**src/rtl/timer_prescaler_reload_solver_unit_defines.svh**
```systemverilog
// assertion helpers for the timer prescaler solver
`ifndef TIMER_PRESCALER_RELOAD_SOLVER_UNIT_DEFINES_SVH
`define TIMER_PRESCALER_RELOAD_SOLVER_UNIT_DEFINES_SVH

// same-cycle implication, checked on clk with reset held off
`define TPRS_ASSERT_NOW(lbl, pre, post) \
	lbl: assert property (@(posedge clk) disable iff (!arst_n) (pre) |-> (post)) \
		else $error("tprs assertion failed");

// next-cycle implication
`define TPRS_ASSERT_NEXT(lbl, pre, post) \
	lbl: assert property (@(posedge clk) disable iff (!arst_n) (pre) |=> (post)) \
		else $error("tprs assertion failed");

`endif

```
**src/rtl/tprs_div_pipe.sv**
```systemverilog
module tprs_div_pipe #(
	parameter int NW = 28,
	parameter int DW = 18,
	parameter int SW = 1
) (
	input  logic          clk,
	input  logic          arst_n,
	input  logic          en,
	input  logic          in_valid,
	input  logic [NW-1:0] num,
	input  logic [DW-1:0] den,
	input  logic [SW-1:0] side,
	output logic          out_valid,
	output logic [NW-1:0] quo,
	output logic [SW-1:0] out_side
);
	// one quotient bit per stage, restoring division
	logic [NW-1:0] num_s   [NW];
	logic [NW-1:0] quo_s   [NW];
	logic [DW-1:0] den_s   [NW];
	logic [DW-1:0] rem_s   [NW];
	logic [SW-1:0] side_s  [NW];
	logic          valid_s [NW];

	for (genvar k = 0; k < NW; k++) begin : g_stage
		logic [NW-1:0] p_num;
		logic [NW-1:0] p_quo;
		logic [DW-1:0] p_den;
		logic [DW-1:0] p_rem;
		logic [SW-1:0] p_side;
		logic          p_valid;
		logic [DW:0]   trial;
		logic [DW:0]   diff;
		logic          ge;

		if (k == 0) begin : g_first
			assign p_num = num;
			assign p_quo = '0;
			assign p_den = den;
			assign p_rem = '0;
			assign p_side = side;
			assign p_valid = in_valid;
		end else begin : g_next
			assign p_num = num_s[k-1];
			assign p_quo = quo_s[k-1];
			assign p_den = den_s[k-1];
			assign p_rem = rem_s[k-1];
			assign p_side = side_s[k-1];
			assign p_valid = valid_s[k-1];
		end

		assign trial = {p_rem, p_num[NW-1]};
		assign ge = trial >= {1'b0, p_den};
		assign diff = trial - {1'b0, p_den};

		always_ff @(posedge clk or negedge arst_n) begin
			if (!arst_n) begin
				valid_s[k] <= 1'b0;
			end else if (en) begin
				valid_s[k] <= p_valid;
			end
		end

		always_ff @(posedge clk) begin
			if (en) begin
				num_s[k] <= {p_num[NW-2:0], 1'b0};
				quo_s[k] <= {p_quo[NW-2:0], ge};
				den_s[k] <= p_den;
				rem_s[k] <= ge ? diff[DW-1:0] : trial[DW-1:0];
				side_s[k] <= p_side;
			end
		end
	end

	assign out_valid = valid_s[NW-1];
	assign quo = quo_s[NW-1];
	assign out_side = side_s[NW-1];
endmodule

```
**config.mk**
```make
export PLATFORM = sky130hd
export DESIGN_NAME = tprs_div_pipe
export DESIGN_NICKNAME = d
export VERILOG_FILES = /design/src/rtl/timer_prescaler_reload_solver_unit_defines.svh /design/src/rtl/tprs_div_pipe.sv
export SDC_FILE = /design/constraint.sdc
export NUM_CORES = 2
export LEC_CHECK = 0
export BUFFER_PORTS_ARGS = -buffer_cell sky130_fd_sc_hd__buf_2
export CAP_MARGIN = 15
export CORE_UTILIZATION = 48
export DETAILED_ROUTE_END_ITERATION = 10
export PLACE_DENSITY = 0.67
export SYNTH_ARGS = -nofsm -noshare
export SYNTH_HDL_FRONTEND = slang
export SYNTH_SLANG_ARGS = --single-unit
```
**constraint.sdc**
```tcl
create_clock -name clk -period 3.8 [get_ports clk]
set_clock_uncertainty 0.2 [all_clocks]
set_input_delay 0.38 -clock clk [delete_from_list [all_inputs] [get_ports clk]]
set_output_delay 0.38 -clock clk [all_outputs]
set_load 0.005 [all_outputs]
```
==> impl_metrics.ini <==
[pwr]
powerDensity_nw_per_um2 = 792.4
irDropWorstVdd_uv = 488.5
leakagePower_nw = 36.73

[worst_setup_path]
critical_path.cell_chain = inv_1 -> ha_1 -> inv_1 -> fa_1 -> a21oi_1 -> o21ai_1 -> o41a_1 -> and4_1 -> a2111o_1 -> a21o_1 -> nor4b_1 -> a2111oi_0 -> a21o_1
critPathMaxStageDelay_ps = 450
cp.arrival_ps = 4050
cp_max_fo = 3
crit_buf_inv = 2
cp.required_ps = 4170
critical-path-top-delay-family = compound AO/OA/AOI/OAI gates
critPathKind = reg -> reg
endpoint_kind = flop
cp_slowest_cell = a2111o_1
cp-start-kind = flop

[global_routing]
grt_max_degree = 104
grtUsageTotal = 0.1726
antenna_found_initial = 0
grt_pass1_vias = 46360
grt_overflow = 0
grt_pass1_wl_um = 243300

[status]
status = finished clean

[finish]
syn2layout_area_growth_pct = 13.86
utilization = 0.5511
drive_above_1_share = 0.1340
nets = 6913
fin_area_um2 = 94760

[synthesis]
synth_top_flop_cell = edfxtp_1
syn_area_per_cell_um2 = 13.98
synthCells = 5953
yosysMostFrequentCell = edfxtp_1
netlist_area_um2 = 83220
synth_commonest_cells = edfxtp_1 (1784), inv_1 (622), ha_1 (488)
async_reset_ff_frac = 0.01545
synth_seq_area_share = 0.6521
synth_top_area_frac = 0.6437
syn_nets = 6518
yosys-top-cells-area = edfxtp_1 (64%), ha_1 (7.3%), mux2_2 (4.1%), inv_1 (2.8%), a21oi_1 (2.4%)
synth.distinct_cells = 82
yosysWarnings = 0
synth_edf_count = 1784
synth_top_cell_by_area = edfxtp_1
ys_seq_elements = 1812

[sta]
setup_viol = 0
maxSlewHeadroom = 0.3455
setup_tns_ps = 0
worst_slew_pin_slew_ps = 981.7
layout_min_cycle_time_ps = 3685
final_hold_viol_count = 0
timing.fmax_mhz = 271.4
report.final.slew_viol_count = 0
fin_crit_sh = 0.9697

[routing]
post-route-drc-count = 0
wirelength_um = 151100
dr.pass1.iters = 5
ant_nets = 0
drt-initial-drc-count = 3283
avgRoutedWirePerCell_um = 17.14
vias = 46860
vias_per_cell = 5.315

[die]
dieArea_um2 = 175000
die_w_um = 418.4
fp.coreArea_um2 = 171900
rows = 152
die_y_um = 418.4
start_util = 0.4841
ios = 81

[flow_run]
max_cap_violations = 0

[placed_design]
dp_hpwl_um = 105100
postPlaceCellArea_um2 = 87530
numPortBuffers = 80
globalplace.congestion = 0.8887

[clocking]
clk_latency_ps = 830
clockRootBuffer = clkbuf_16
cts_max_path_buffers = 3
numClockSinks = 1812
path_clk_slew_ps = 60
cts_buffers = 190
htree_levels = 4
cts_tree = built

[worst_hold_path]
hp-class = in -> reg
==> cells by family after synthesis <==
family                   Yosys count  synth area share
XOR/XNOR                         351           0.03694
flip-flops                      1812            0.6521
buffers and inverters            706           0.03246
adder cells (fa/ha/maj)          514           0.07962
multiplexers                     335           0.04536
AO/OA/AOI/OAI                   1261           0.09690
AND/OR/NAND/NOR                  974           0.05657
==> placed cells by master (no fill, tap or decap), types with 34 or more instances in the layout <==
cell	synthesis	routed
o21ai_0	295	291
a31oi_1	41	39
dlygate4sd3_1	0	76
buf_4	4	98
xor2_1	130	130
nor3_1	65	65
o21bai_1	41	41
edfxtp_1	1784	1784
clkbuf_1	50	41
clkinv_2	0	37
nand2_1	254	254
xnor2_1	221	221
nor2_1	263	263
nor2b_1	69	69
mux2_2	304	304
a21o_1	155	155
nand3_1	77	77
a21oi_1	396	388
ha_1	488	488
nand2b_1	63	63
a211oi_1	34	34
buf_2	23	79
nand4_1	54	54
clkbuf_16	0	194
o21a_1	59	59
inv_1	622	622
==> routing by layer <==
layer  routed length (um)  global-route usage  part of all wire
met1                67680              0.2283              0.45
met5                    0                   0                 0
met2                73950              0.2912              0.49
met3                 5772             0.02774             0.038
met4                 3690             0.05352             0.024
==> where the power goes <==
part           leakage [nW]  switching (mW)  internal (mW)
Clock                  3.07            7.83           10.7
Sequential             17.8            2.10           27.5
Combinational          15.9            14.0           12.9
Total                  36.7            24.0           51.1
==> timing repair <==
item / CTS / global route
buffers inserted: 0 / 1
hold endpoints to repair: 135 / 0
resized for setup: 1 / 22
hold buffers: 77 / 0
pin swaps: 0 / 4
setup endpoints to repair: 1 / 69
==> layout make-up <==
| type | count | area, um^2 |
|---|---|---|
| tap | 2310 | 2890 |
| sequential | 1812 | 54270 |
| multi-input combinational | 3435 | 26400 |
| clock inverter | 107 | 1212 |
| timing repair buffer | 285 | 2532 |
| inverter | 624 | 2342 |
| antenna | 1 | 2.502 |
| fill | 14054 | 77170 |
| clock buffer | 243 | 5106 |
==> registers in the layout, indices dropped and copies added (netlist names) <==
signal,cells
den_s,486
g_stage.p_valid,27
rem_s,486
quo_s,406
num_s,378
side_s,28
out_valid,1
==> through the flow <==
stage,cells,hold slack (ps),worst slack [ps],power (mW)
final,8817,74.24,115.1,75.08
after detailed placement,8388,204.5,48.46,56.56
after global placement,8388,200.2,146.1,55.94
after floorplan,5953,-115.6,275.0,49.46
after global routing,8816,21.62,-7.095,79.83
after CTS,8815,2.290,50.84,75.57
==> path summary, 6_finish.rpt <==
kind	start	end	slack [ps]	cells past startpoint
setup / recovery	num_s[2][53]$_DFFE_PP_	rem_s[10][16]$_DFFE_PP_	120	13
hold / removal	num[16]	num_s[0][16]$_DFFE_PP_	70	2
setup reg to reg	num_s[2][53]$_DFFE_PP_	rem_s[10][16]$_DFFE_PP_	120	13
hold reg to reg	num_s[4][52]$_DFFE_PP_	num_s[4][80]$_DFFE_PP_	190	0
max in group asynchronous	arst_n	out_valid$_DFFE_PN0P_	2850	4
min in group asynchronous	arst_n	g_stage[19].p_valid$_DFFE_PN0P_	390	4
Note: power is estimated with default switching activity, not from simulation.
